[config.mk]
export PLATFORM = sky130hd
export DESIGN_NAME = psu_ctrl_flat
export DESIGN_NICKNAME = d
export VERILOG_FILES = /design/src/rtl/psu_pkg.sv /design/src/rtl/psu_if.sv /design/src/rtl/psu_ctrl.sv /design/src/flat_wrapper.sv
export SDC_FILE = /design/constraint.sdc
export NUM_CORES = 1
export LEC_CHECK = 0
export BUFFER_PORTS_ARGS = -buffer_cell sky130_fd_sc_hd__buf_2
export CAP_MARGIN = 15
export CELL_PAD_IN_SITES_DETAIL_PLACEMENT = 1
export CELL_PAD_IN_SITES_GLOBAL_PLACEMENT = 2
export CORE_MARGIN = 2
export CORE_UTILIZATION = 28
export CTS_CLUSTER_SIZE = 16
export DETAILED_ROUTE_END_ITERATION = 8
export GPL_ROUTABILITY_DRIVEN = 0
export PLACE_DENSITY_LB_ADDON = 0.1
export SKIP_CTS_REPAIR_TIMING = 1
export SLEW_MARGIN = 30
export SYNTH_ARGS = -nofsm -noshare
export SYNTH_HDL_FRONTEND = slang
export SYNTH_SLANG_ARGS = --single-unit
export TNS_END_PERCENT = 30
[constraint.sdc]
create_clock -name clk -period 1.8 [get_ports clk]
set_input_delay 0.45 -clock clk [delete_from_list [all_inputs] [get_ports clk]]
set_output_delay 0.45 -clock clk [all_outputs]
set_load 0.005 [all_outputs]
[src/rtl/psu_pkg.sv]
// ----------------------------------------------------------------------------
// psu_pkg
// Shared types, constants and the Paeth predictor for the scanline unfilter.
// ----------------------------------------------------------------------------
package psu_pkg;

	localparam int MAX_ROW_BYTES   = 8192;
	localparam int MAX_PIXEL_BYTES = 8;

	localparam int COL_W  = $clog2(MAX_ROW_BYTES);
	localparam int HIST_W = (MAX_PIXEL_BYTES > 1) ? $clog2(MAX_PIXEL_BYTES) : 1;
	localparam int BPP_W  = 4;
	localparam int RB_W   = 14;

	localparam int CFG_IDX_W  = 1;
	localparam int CFG_DATA_W = 14;

	localparam logic [CFG_IDX_W-1:0] REG_BYTES_PER_PIXEL = 1'd0;
	localparam logic [CFG_IDX_W-1:0] REG_ROW_BYTES       = 1'd1;

	typedef enum logic [2:0] {
		FILT_NONE    = 3'd0,
		FILT_SUB     = 3'd1,
		FILT_UP      = 3'd2,
		FILT_AVG     = 3'd3,
		FILT_PAETH   = 3'd4,
		FILT_UNKNOWN = 3'd5
	} filter_t;

	// One beat in flight between column tracking and reconstruction
	typedef struct packed {
		logic             is_filter;
		logic [7:0]       data;
		logic [COL_W-1:0] col;
		logic             row_end;
		logic             first_row;
	} item_t;

	function automatic filter_t decode_filter(input logic [7:0] code);
		filter_t f;
		if (code > 8'd4)
			f = FILT_UNKNOWN;
		else
			f = filter_t'(code[2:0]);
		return f;
	endfunction

	// Ties go to a, then b, then c
	function automatic logic [7:0] paeth_pick(input logic [7:0] a, input logic [7:0] b,
			input logic [7:0] c);
		logic signed [9:0] d_bc;
		logic signed [9:0] d_ac;
		logic signed [9:0] d_sum;
		logic [9:0]        pa;
		logic [9:0]        pb;
		logic [9:0]        pc;
		logic [7:0]        pick;
		d_bc  = signed'({2'b00, b}) - signed'({2'b00, c});
		d_ac  = signed'({2'b00, a}) - signed'({2'b00, c});
		d_sum = d_bc + d_ac;
		pa = (d_bc < 0) ? unsigned'(-d_bc) : unsigned'(d_bc);
		pb = (d_ac < 0) ? unsigned'(-d_ac) : unsigned'(d_ac);
		pc = (d_sum < 0) ? unsigned'(-d_sum) : unsigned'(d_sum);
		if (pa <= pb && pa <= pc)
			pick = a;
		else if (pb <= pc)
			pick = b;
		else
			pick = c;
		return pick;
	endfunction

endpackage

[src/rtl/psu_if.sv]
// ----------------------------------------------------------------------------
// psu_if
// Valid/ready channels of the scanline unfilter: stream in, stream out, config.
// ----------------------------------------------------------------------------
interface psu_in_if;
	logic       valid;
	logic       ready;
	logic [7:0] data_byte;
	logic       start_image;

	modport source(output valid, output data_byte, output start_image, input ready);
	modport sink(input valid, input data_byte, input start_image, output ready);
endinterface


[src/rtl/psu_ctrl.sv]
// ----------------------------------------------------------------------------
// psu_ctrl
// Column tracking: filter byte / data byte split, row end, first-row flag,
// line store read issue and the stage-1 register.
// ----------------------------------------------------------------------------
module psu_ctrl (
	input  logic                        clk,
	input  logic                        arst_n,
	psu_in_if.sink                      px_in,
	input  logic [psu_pkg::COL_W-1:0]   rbm1,
	input  logic                        s1_fire,
	output psu_pkg::item_t              item_s1,
	output logic                        valid_s1,
	output logic                        load,
	output logic [psu_pkg::COL_W-1:0]   rd_addr
);

	logic                      expect_q;
	logic [psu_pkg::COL_W-1:0] col_q;
	logic                      first_row_q;
	psu_pkg::item_t            item_s0;

	assign px_in.ready = !valid_s1 || s1_fire;
	assign load        = px_in.valid && px_in.ready;
	assign rd_addr     = col_q;

	always_comb begin
		item_s0.is_filter = px_in.start_image || expect_q;
		item_s0.data      = px_in.data_byte;
		item_s0.col       = col_q;
		item_s0.row_end   = !item_s0.is_filter && (col_q >= rbm1);
		item_s0.first_row = first_row_q;
	end

	always_ff @(posedge clk or negedge arst_n) begin
		if (!arst_n) begin
			expect_q    <= 1'b1;
			col_q       <= '0;
			first_row_q <= 1'b1;
			valid_s1    <= 1'b0;
		end else begin
			if (load) begin
				if (item_s0.is_filter) begin
					expect_q <= 1'b0;
					col_q    <= '0;
					if (px_in.start_image)
						first_row_q <= 1'b1;
				end else if (item_s0.row_end) begin
					expect_q    <= 1'b1;
					col_q       <= '0;
					first_row_q <= 1'b0;
				end else begin
					col_q <= col_q + 1'b1;
				end
			end
			if (load)
				valid_s1 <= 1'b1;
			else if (s1_fire)
				valid_s1 <= 1'b0;
		end
	end

	always_ff @(posedge clk) begin
		if (load)
			item_s1 <= item_s0;
	end

endmodule

[src/flat_wrapper.sv]
// flat-port wrapper written by rule: the top's interface ports become plain ports
module psu_ctrl_flat 
  (clk, arst_n, rbm1, s1_fire, item_s1, valid_s1, load, rd_addr, px_in_valid, px_in_data_byte, px_in_start_image, px_in_ready);
  psu_in_if px_in_i ();
  input  logic clk;
  input  logic arst_n;
  input  logic [psu_pkg::COL_W-1:0] rbm1;
  input  logic s1_fire;
  output psu_pkg::item_t item_s1;
  output logic valid_s1;
  output logic load;
  output logic [psu_pkg::COL_W-1:0] rd_addr;
  input wire logic [$bits(px_in_i.valid)-1:0] px_in_valid;
  input wire logic [$bits(px_in_i.data_byte)-1:0] px_in_data_byte;
  input wire logic [$bits(px_in_i.start_image)-1:0] px_in_start_image;
  output wire logic [$bits(px_in_i.ready)-1:0] px_in_ready;
  assign px_in_i.valid = px_in_valid;
  assign px_in_i.data_byte = px_in_data_byte;
  assign px_in_i.start_image = px_in_start_image;
  assign px_in_ready = px_in_i.ready;
  psu_ctrl u_core (.clk(clk), .arst_n(arst_n), .px_in(px_in_i), .rbm1(rbm1), .s1_fire(s1_fire), .item_s1(item_s1), .valid_s1(valid_s1), .load(load), .rd_addr(rd_addr));
endmodule
==> flow_summary.ini <==
[cells_and_area]
area_growth_pct = 35.94
drive_gt1_frac = 0.4476
nets = 287
n_antenna_cell = 0

[worst_setup_path]
cp_slowest_cell = dfrtp_1
crit_family = compound AO/OA/AOI/OAI gates
crit_buf_inv = 0
worstPathRequired_ns = 2.03
cp.depth = 6
arrival_ns = 2.14
crit_path_max_incr_delay_ns = 0.42
r2r_slack_ns = -0.11
end_kind = flip-flop
crit_path_end = u_core.first_row_q
path_max_fanout = 2
critPathLaunch = u_core.rd_addr[10]
worstSetupPathType = reg -> reg
startpoint_type = flip-flop
rr_endpoint = u_core.first_row_q
reg2regPathDepth = 6
rr_startpoint = u_core.rd_addr[10]
crit_chain = ha_4, nand4_1, nor4_2, a211oi_1, a211o_1, a22o_1

[synth]
synth_top_area_share = 0.3750
syn_inst = 166
synthFlopType = edfxtp_1
synth_nets = 206
ys_seq_area_frac = 0.5846
ys_warn_count = 0
synth_area_leaders = edfxtp_1 (38%), dfrtp_1 (18%), ha_1 (9.1%)
netlist_area_sq_um = 1922
yosys-top-cells-count = edfxtp_1 (24), inv_1 (20), nor2_1 (17)
synth_edf_count = 24
synth_most_common_cell = edfxtp_1
synthArstFlopShare = 0.4000
ys_seq_elements = 40
avgSynthCellArea_sq_um = 11.58
synth_top_cell_by_area = edfxtp_1
synth_cell_types = 29

[timing]
setup_ws_ns = -0.1139
maxSlewHeadroom = 0.7328
final.period_utilization = 1.063
clock_skew_ns = 0.003789
worst_pin_slew_ns = 0.4007
min_period_ns = 1.914
rsz0062_at_grt = yes
whs_ns = 0.07160
setup_viol = 5
hold_viol_final = 0
slew_violations = 0
fmax_ghz = 0.5225

[floorplan]
die_h_um = 86.85
start_util = 0.2860
core-area_sq_um = 6719
die_area_sq_um = 7542
io_pins = 66
die_w_um = 86.85
num_rows = 30

[global_route]
grt_max_degree = 23
grt_pass1_vias = 1573
grt.total_usage = 0.1351
grt_antenna_before_repair = 0
grt_overflow = 0
grt_pass1_wl_um = 7728

[job]
maxCapViolCount = 0

[status]
status = complete, but fails checks
violations = negative setup slack

[worst_hold_path]
hp-class = in -> async

[place]
port_buffers = 65
pre_cts_slack_ns = -0.4083
dp_hpwl_um = 3658

[detailed_routing]
drt_iter0_drc = 48
wl_per_cell_um = 14.74
viasPerCell = 4.482
route.detailed.drc = 0
vias = 1470
ant_nets = 0
first_pass_iters = 4
wl_um = 4834

[clock_tree]
root_buffer = clkbuf_8
path_clk_slew_ns = 0.08
clk_latency_ns = 0.29
cts.sinks = 40
clock_path_buffers = 2
cts_max_level = 2
numCtsBuffers = 5
cts_tree = built

[power_and_ir_drop]
p_leak_nw = 1.215
power_w = 0.002030
peakVddDrop_mv = 0.3201
power.density_nw_per_um2 = 776.8
==> flip-flops by register name, indices dropped and copies added (netlist names) <==
signal,cells
u_core.item_s1,24
u_core.valid_s1,1
u_core.expect_q,1
u_core.first_row_q,1
u_core.rd_addr,13
==> layer usage <==
metal  share of wire  routed length (um)  track usage  up-vias
met5               0                   0            0        -
met1            0.45                2199       0.1751      694
met2            0.48                2339       0.2221       46
li1                -                   -            -      721
met3           0.047                 225      0.02571        9
met4           0.014                  70      0.05256        0
==> where the power goes <==
group | switching (W) | internal, W | total, W
sequential | 0.0000148 | 0.00102 | 0.00104
clock | 0.000332 | 0.000412 | 0.000744
combinational | 0.000135 | 0.000114 | 0.000250
==> through the flow <==
step                      instance area (sq um)  instances  utilization  setup TNS (ns)
after floorplan                            1956        166            -         -0.1820
after global placement                     2441        319       0.3633          -4.635
after detailed placement                   2441        319       0.3633          -5.311
after CTS                                  2549        327       0.3793          -2.969
after global routing                       2613        328       0.3888          -1.768
final                                      2613        328       0.3888         -0.2911
==> placed cells by master (no fill, tap or decap), types with 3 or more instances in the layout <==
master,count
a21oi_1,5
buf_2,65
buf_4,21
clkbuf_8,5
dfrtp_1,14
edfxtp_1,24
ha_1,10
ha_4,4
inv_1,16
inv_2,3
nand2_1,11
nand3_1,3
nand4_1,6
nor2_1,17
nor3_1,3
o21ai_1,3
xnor2_1,9
==> worst min path at each step <==
stage	end	depth (start not counted)	from	slack (ns)
3_3_place_gp	u_core.valid_s1	1	arst_n	0.40
2_1_floorplan	u_core.rd_addr[0]	0	arst_n	0.15
6_report	u_core.valid_s1	1	arst_n	0.07
4_1_cts	u_core.rd_addr[4]	1	arst_n	0.08
3_5_place_dp	u_core.rd_addr[4]	1	arst_n	0.41
5_1_grt	u_core.rd_addr[12]	1	arst_n	0.09
==> cell families (layout without fill, tap and decap cells) <==
| group | count (synthesis) | after routing | share of synthesized area |
|---|---|---|---|
| AND/OR/NAND/NOR | 47 | 47 | 0.1159 |
| flip-flops | 40 | 40 | 0.5846 |
| AO/OA/AOI/OAI | 21 | 21 | 0.06706 |
| XOR/XNOR | 10 | 10 | 0.04558 |
| multiplexers | 1 | 1 | 0.005859 |
| adder cells (fa/ha/maj) | 14 | 14 | 0.09115 |
| buffers and inverters | 33 | 115 | 0.08984 |
==> worst reg2reg max path: stages, from the launching register on <==
cell	delay, ns
dfrtp_1	0.42
ha_4	0.28
nand4_1	0.16
nor4_2	0.38
a211oi_1	0.13
a211o_1	0.31
a22o_1	0.18
==> final cells by class <==
class                      instances  area (sq um)
fill                             770          4106
multi-input combinational         93         699.4
clock inverter                     2         35.03
inverter                          20         78.83
timing repair buffer              87         503.0
sequential                        40          1124
clock buffer                       6         72.57
tap                               80         100.1
Note: power is estimated with default switching activity, not from simulation.
