[src/rtl/psu_pkg.sv]
// ----------------------------------------------------------------------------
// psu_pkg
// Shared types, constants and the Paeth predictor for the scanline unfilter.
// ----------------------------------------------------------------------------
package psu_pkg;

	localparam int MAX_ROW_BYTES   = 8192;
	localparam int MAX_PIXEL_BYTES = 8;

	localparam int COL_W  = $clog2(MAX_ROW_BYTES);
	localparam int HIST_W = (MAX_PIXEL_BYTES > 1) ? $clog2(MAX_PIXEL_BYTES) : 1;
	localparam int BPP_W  = 4;
	localparam int RB_W   = 14;

	localparam int CFG_IDX_W  = 1;
	localparam int CFG_DATA_W = 14;

	localparam logic [CFG_IDX_W-1:0] REG_BYTES_PER_PIXEL = 1'd0;
	localparam logic [CFG_IDX_W-1:0] REG_ROW_BYTES       = 1'd1;

	typedef enum logic [2:0] {
		FILT_NONE    = 3'd0,
		FILT_SUB     = 3'd1,
		FILT_UP      = 3'd2,
		FILT_AVG     = 3'd3,
		FILT_PAETH   = 3'd4,
		FILT_UNKNOWN = 3'd5
	} filter_t;

	// One beat in flight between column tracking and reconstruction
	typedef struct packed {
		logic             is_filter;
		logic [7:0]       data;
		logic [COL_W-1:0] col;
		logic             row_end;
		logic             first_row;
	} item_t;

	function automatic filter_t decode_filter(input logic [7:0] code);
		filter_t f;
		if (code > 8'd4)
			f = FILT_UNKNOWN;
		else
			f = filter_t'(code[2:0]);
		return f;
	endfunction

	// Ties go to a, then b, then c
	function automatic logic [7:0] paeth_pick(input logic [7:0] a, input logic [7:0] b,
			input logic [7:0] c);
		logic signed [9:0] d_bc;
		logic signed [9:0] d_ac;
		logic signed [9:0] d_sum;
		logic [9:0]        pa;
		logic [9:0]        pb;
		logic [9:0]        pc;
		logic [7:0]        pick;
		d_bc  = signed'({2'b00, b}) - signed'({2'b00, c});
		d_ac  = signed'({2'b00, a}) - signed'({2'b00, c});
		d_sum = d_bc + d_ac;
		pa = (d_bc < 0) ? unsigned'(-d_bc) : unsigned'(d_bc);
		pb = (d_ac < 0) ? unsigned'(-d_ac) : unsigned'(d_ac);
		pc = (d_sum < 0) ? unsigned'(-d_sum) : unsigned'(d_sum);
		if (pa <= pb && pa <= pc)
			pick = a;
		else if (pb <= pc)
			pick = b;
		else
			pick = c;
		return pick;
	endfunction

endpackage

[src/rtl/psu_if.sv]


interface psu_out_if;
	logic       valid;
	logic       ready;
	logic [7:0] pixel_byte;
	logic       row_end;

	modport source(output valid, output pixel_byte, output row_end, input ready);
	modport sink(input valid, input pixel_byte, input row_end, output ready);
endinterface


[src/rtl/psu_recon.sv]
// ----------------------------------------------------------------------------
// psu_recon
// Byte reconstruction: filter arithmetic against left, above and upper-left
// bytes, pixel history, line store write-back and the output register.
// ----------------------------------------------------------------------------
module psu_recon (
	input  logic                         clk,
	input  logic                         arst_n,
	input  psu_pkg::item_t               item_s1,
	input  logic                         valid_s1,
	input  logic                         load,
	input  logic [psu_pkg::HIST_W-1:0]   bpp_sel,
	input  logic [7:0]                   rd_data,
	psu_out_if.source                    px_out,
	output logic                         s1_fire,
	output logic                         wr_en,
	output logic [psu_pkg::COL_W-1:0]    wr_addr,
	output logic [7:0]                   wr_data
);

	psu_pkg::filter_t row_filter_q;
	logic [7:0]       left_q [psu_pkg::MAX_PIXEL_BYTES];
	logic [7:0]       up_q   [psu_pkg::MAX_PIXEL_BYTES];
	logic             fresh_q;
	logic [7:0]       b_hold_q;
	logic             out_valid_q;
	logic [7:0]       out_byte_q;
	logic             out_end_q;

	logic [7:0] b_raw;
	logic [7:0] a;
	logic [7:0] b;
	logic [7:0] c;
	logic [8:0] avg_sum;
	logic [7:0] pred;
	logic [7:0] v;

	// RAM data is valid only in the cycle after the read; hold it across stalls
	assign b_raw = fresh_q ? rd_data : b_hold_q;
	assign b     = item_s1.first_row ? 8'd0 : b_raw;
	assign a     = left_q[bpp_sel];
	assign c     = up_q[bpp_sel];
	assign avg_sum = {1'b0, a} + {1'b0, b};

	always_comb begin
		case (row_filter_q)
			psu_pkg::FILT_SUB:   pred = a;
			psu_pkg::FILT_UP:    pred = b;
			psu_pkg::FILT_AVG:   pred = avg_sum[8:1];
			psu_pkg::FILT_PAETH: pred = psu_pkg::paeth_pick(a, b, c);
			default:             pred = 8'd0;
		endcase
	end

	assign v = item_s1.data + pred;

	assign s1_fire = valid_s1 && (!out_valid_q || px_out.ready);
	assign wr_en   = s1_fire && !item_s1.is_filter;
	assign wr_addr = item_s1.col;
	assign wr_data = v;

	assign px_out.valid      = out_valid_q;
	assign px_out.pixel_byte = out_byte_q;
	assign px_out.row_end    = out_end_q;

	always_ff @(posedge clk or negedge arst_n) begin
		if (!arst_n) begin
			row_filter_q <= psu_pkg::FILT_NONE;
			fresh_q      <= 1'b0;
			out_valid_q  <= 1'b0;
			for (int k = 0; k < psu_pkg::MAX_PIXEL_BYTES; k++) begin
				left_q[k] <= 8'd0;
				up_q[k]   <= 8'd0;
			end
		end else begin
			fresh_q <= load;
			if (s1_fire) begin
				if (item_s1.is_filter) begin
					row_filter_q <= psu_pkg::decode_filter(item_s1.data);
					for (int k = 0; k < psu_pkg::MAX_PIXEL_BYTES; k++) begin
						left_q[k] <= 8'd0;
						up_q[k]   <= 8'd0;
					end
				end else begin
					for (int k = psu_pkg::MAX_PIXEL_BYTES - 1; k > 0; k--) begin
						left_q[k] <= left_q[k-1];
						up_q[k]   <= up_q[k-1];
					end
					left_q[0] <= v;
					up_q[0]   <= b;
				end
			end
			if (s1_fire && !item_s1.is_filter)
				out_valid_q <= 1'b1;
			else if (px_out.ready)
				out_valid_q <= 1'b0;
		end
	end

	always_ff @(posedge clk) begin
		b_hold_q <= b_raw;
		if (s1_fire && !item_s1.is_filter) begin
			out_byte_q <= v;
			out_end_q  <= item_s1.row_end;
		end
	end

endmodule

[src/flat_wrapper.sv]
// flat-port wrapper written by rule: the top's interface ports become plain ports
module psu_recon_flat 
  (clk, arst_n, item_s1, valid_s1, load, bpp_sel, rd_data, s1_fire, wr_en, wr_addr, wr_data, px_out_valid, px_out_pixel_byte, px_out_row_end, px_out_ready);
  psu_out_if px_out_i ();
  input  logic clk;
  input  logic arst_n;
  input  psu_pkg::item_t item_s1;
  input  logic valid_s1;
  input  logic load;
  input  logic [psu_pkg::HIST_W-1:0] bpp_sel;
  input  logic [7:0] rd_data;
  output logic s1_fire;
  output logic wr_en;
  output logic [psu_pkg::COL_W-1:0] wr_addr;
  output logic [7:0] wr_data;
  output wire logic [$bits(px_out_i.valid)-1:0] px_out_valid;
  output wire logic [$bits(px_out_i.pixel_byte)-1:0] px_out_pixel_byte;
  output wire logic [$bits(px_out_i.row_end)-1:0] px_out_row_end;
  input wire logic [$bits(px_out_i.ready)-1:0] px_out_ready;
  assign px_out_valid = px_out_i.valid;
  assign px_out_pixel_byte = px_out_i.pixel_byte;
  assign px_out_row_end = px_out_i.row_end;
  assign px_out_i.ready = px_out_ready;
  psu_recon u_core (.clk(clk), .arst_n(arst_n), .item_s1(item_s1), .valid_s1(valid_s1), .load(load), .bpp_sel(bpp_sel), .rd_data(rd_data), .px_out(px_out_i), .s1_fire(s1_fire), .wr_en(wr_en), .wr_addr(wr_addr), .wr_data(wr_data));
endmodule
[config.mk]
export PLATFORM = sky130hd
export DESIGN_NAME = psu_recon_flat
export DESIGN_NICKNAME = d
export VERILOG_FILES = /design/src/rtl/psu_pkg.sv /design/src/rtl/psu_if.sv /design/src/rtl/psu_recon.sv /design/src/flat_wrapper.sv
export SDC_FILE = /design/constraint.sdc
export NUM_CORES = 1
export LEC_CHECK = 0
export BUFFER_PORTS_ARGS = -buffer_cell sky130_fd_sc_hd__buf_2
export CORE_UTILIZATION = 40
export CTS_CLUSTER_DIAMETER = 40
export CTS_CLUSTER_SIZE = 24
export DETAILED_ROUTE_END_ITERATION = 7
export GPL_TIMING_DRIVEN = 0
export SETUP_SLACK_MARGIN = 0.15
export SYNTH_ARGS = -nofsm -noshare
export SYNTH_HDL_FRONTEND = slang
export SYNTH_SLANG_ARGS = --single-unit
export TNS_END_PERCENT = 50
[constraint.sdc]
create_clock -name clk -period 30.2 [get_ports clk]
set_clock_uncertainty 0.2 [all_clocks]
set_input_delay 3.02 -clock clk [delete_from_list [all_inputs] [get_ports clk]]
set_output_delay 3.02 -clock clk [all_outputs]
set_load 0.01 [all_outputs]
==> flow_summary.ini <==
[run_status]
status = finished clean

[worst_setup_path]
reg2reg_slack_ps = 20720
cp.required_ps = 26980
worstPathArrival_ps = 13150
cpMostUsedCell = a21oi_1
crit_fanout = 10
reg2reg_from = u_core.up_q[17]
critPathMaxStageDelay_ps = 600
cp-end-kind = output port
crit_type = input port to output port
crit_buf_inv = 7
cp-start-kind = input port
cp_slowest_cell = clkbuf_1
reg2reg_depth = 33
r2r-end = u_core.px_out.pixel_byte[7]
path_delay_family = compound AO/OA/AOI/OAI gates

[clock_tree]
post_cts_buffers = 0
cts_tree = done
numCtsBuffers = 17
cts_root_buffer = clkbuf_16
postCtsHoldBufs = 0
cts.sink_count = 150
ctsResizeCount = 0
clockBufferDepth = 2
worstSkewPairLatency_ps = 430
clk_pin_slew_ps = 60
htreeDepth = 4

[global_route]
grt_max_degree = 83
grt-ovfl-total = 0
grt_pass1_wl_um = 42500
first_global_vias = 7729
grt.total_usage = 0.213
antenna_found_initial = 0

[synth]
netlist_top_cells_area = dfrtp_1, ha_1, nand2b_1
synth-seq-area-share = 0.374
synth_top_family_by_area = simple AND/OR/NAND/NOR gates
synthArstFlopShare = 0.887
synthCells = 1054
synth_compound_area_frac = 0.149
synth_top_area_share = 0.331
syn_area_sq_um = 10000
synth-xor-area-share = 0.0486
muxShareOfSynthArea = 0.100
synth-seq-cells = 150
synthAdderAreaFrac = 0.101
ys.flop_type = dfrtp_1
synth-simple-area-share = 0.182
ys_types = 63
syn_avg_cell_area_sq_um = 9.53
synth-warning-count = 0
synth_edf_count = 9
yosysTopAreaCell = dfrtp_1

[die]
rows = 57
initial_core_util = 0.410
core_area_sq_um = 24500
fp.dieH_um = 160
fp.dieArea_sq_um = 25700
fp.dieW_um = 160
io_pins = 73

[placed_design]
place_congestion = 0.873
dp.final_hpwl_um = 19900
io_buffers = 55
placed_cells_incl_taps = 1436

[worst_hold_path]
hold_depth = 2
min-delay-start = u_core.b_hold_q[0]
hold_class = flip-flop to flip-flop
whs_endpoint = u_core.b_hold_q[0]

[final_layout]
final_cell_mix = nand2_1, o21ai_0, dfrtp_1, nand2b_1, ha_1
fin_nets = 1246
seqCellArea_sq_um = 3760
multi_input_area_sq_um = 5850
area_growth_pct = 13.0
drive_above_1_share = 0.143
fillCellCount = 2300
antenna_cells = 0
final_common_cell = nand2_1
stdcell_count = 1468

[route]
postRouteAntennaNets = 0
drtPass1Iterations = 5
drtIter0Drc = 609
routed_wl_um = 26500
drc = 0
viasPerCell = 5.34
vias = 7839
wl_per_cell_um = 18.0

[run]
cap_viol_max_count = 0

[sta]
rsz0062_at_grt = false
max_slew.worst_pin.slew_ps = 1230
max_freq_mhz = 61.1
slew_violations = 0
setup_viol = 0
fin_crit_ps = 16370
relSlewSlack = 0.180
period_share = 0.542
tns_ps = 0
hold_viol = 0

[pwr]
leakage_nw = 4.85
ir_drop_mv = 0.0525
p_per_area_nw_per_um2 = 66.3
worst register-to-register path: cells and delay by family (launching register included):
kind | cells | cell delay, ps
adder cells (fa/ha/maj) | 6 | 2140
multiplexers | 2 | 1070
AND/OR/NAND/NOR | 3 | 480
XOR/XNOR | 4 | 1180
AO/OA/AOI/OAI | 15 | 3420
flip-flops | 1 | 410
buffers and inverters | 3 | 330
layer usage:
metal	vias to the layer above	part of all wire	track usage
met5	-	0	0
met3	36	0.032	0.0331
met1	3861	0.46	0.283
li1	3812	-	-
met4	0	0.026	0.0788
met2	130	0.48	0.350
cells by family (layout without fill, tap and decap cells):
family	Yosys count	after routing
AO/OA/AOI/OAI	249	249
XOR/XNOR	54	54
adder cells (fa/ha/maj)	79	79
buffers and inverters	104	192
flip-flops	150	150
multiplexers	59	59
other	2	4
AND/OR/NAND/NOR	357	357
through the flow:
stage | cell area (sq um) | hold slack [ps] | util | setup slack [ps] | power [mW]
floorplan | 10000 | 224 | - | 15940 | 0.463
global placement | 10700 | 239 | 0.439 | 13970 | 0.535
detailed placement | 10800 | 245 | 0.440 | 13900 | 0.540
CTS | 11300 | 262 | 0.464 | 13880 | 0.756
global route | 11300 | 289 | 0.464 | 13220 | 0.807
finish | 11300 | 258 | 0.464 | 13830 | 0.752
Yosys cell counts (4+ instances only):
| cell type | instances |
|---|---|
| mux2i_1 | 13 |
| clkbuf_1 | 51 |
| a31oi_1 | 4 |
| nor3_1 | 6 |
| nand3b_1 | 4 |
| nand4_1 | 7 |
| inv_1 | 36 |
| buf_4 | 13 |
| o21bai_1 | 5 |
| nand2b_1 | 124 |
| nand3_1 | 7 |
| o211ai_1 | 7 |
| nor2_1 | 31 |
| mux2_2 | 14 |
| edfxtp_1 | 9 |
| mux4_2 | 32 |
| o21ai_0 | 135 |
| a21oi_1 | 41 |
| fa_1 | 5 |
| dfxtp_1 | 8 |
| nand2_1 | 140 |
| or3_1 | 4 |
| xor2_1 | 22 |
| ha_1 | 70 |
| a21o_1 | 15 |
| nor2b_1 | 17 |
| o22ai_1 | 4 |
| xnor2_1 | 30 |
| a22o_1 | 14 |
| dfrtp_1 | 133 |
flip-flops by register name (all words and copies together) (netlist names):
name and count:
u_core.px_out.valid 1, u_core.px_out.pixel_byte 8, u_core.up_q 64, u_core.left_q 64
u_core.b_hold_q 8, u_core.px_out.row_end 1, u_core.fresh_q 1, u_core.row_filter_q 3
worst max-delay path by stage:
stage | from | end | slack (ps) | depth (start not counted)
final | bpp_sel[1] | wr_data[7] | 13830 | 37
after global routing | bpp_sel[1] | wr_data[7] | 13220 | 37
after CTS | bpp_sel[1] | wr_data[7] | 13880 | 37
after detailed placement | bpp_sel[1] | wr_data[7] | 13900 | 37
after global placement | bpp_sel[1] | wr_data[7] | 13970 | 37
after floorplan | bpp_sel[0] | wr_data[7] | 15940 | 36
area by class of cell:
type	count	area share
Buffer	68	0.0271
Clock buffer	18	0.0397
Clock inverter	14	0.0119
Inverter	36	0.0119
Multi-Input combinational cell	802	0.515
Sequential cell	150	0.331
Tap cell	324	0.0357
Timing Repair Buffer	56	0.0272
power by group:
part           total [mW]  switching (mW)  internal, mW  leakage (nW)
combinational       0.319           0.187         0.132          2.60
sequential          0.219         0.00701         0.211          1.98
clock               0.214          0.0942         0.120         0.282
total               0.752           0.288         0.464          4.85
Power figures use the tool's default switching activity.
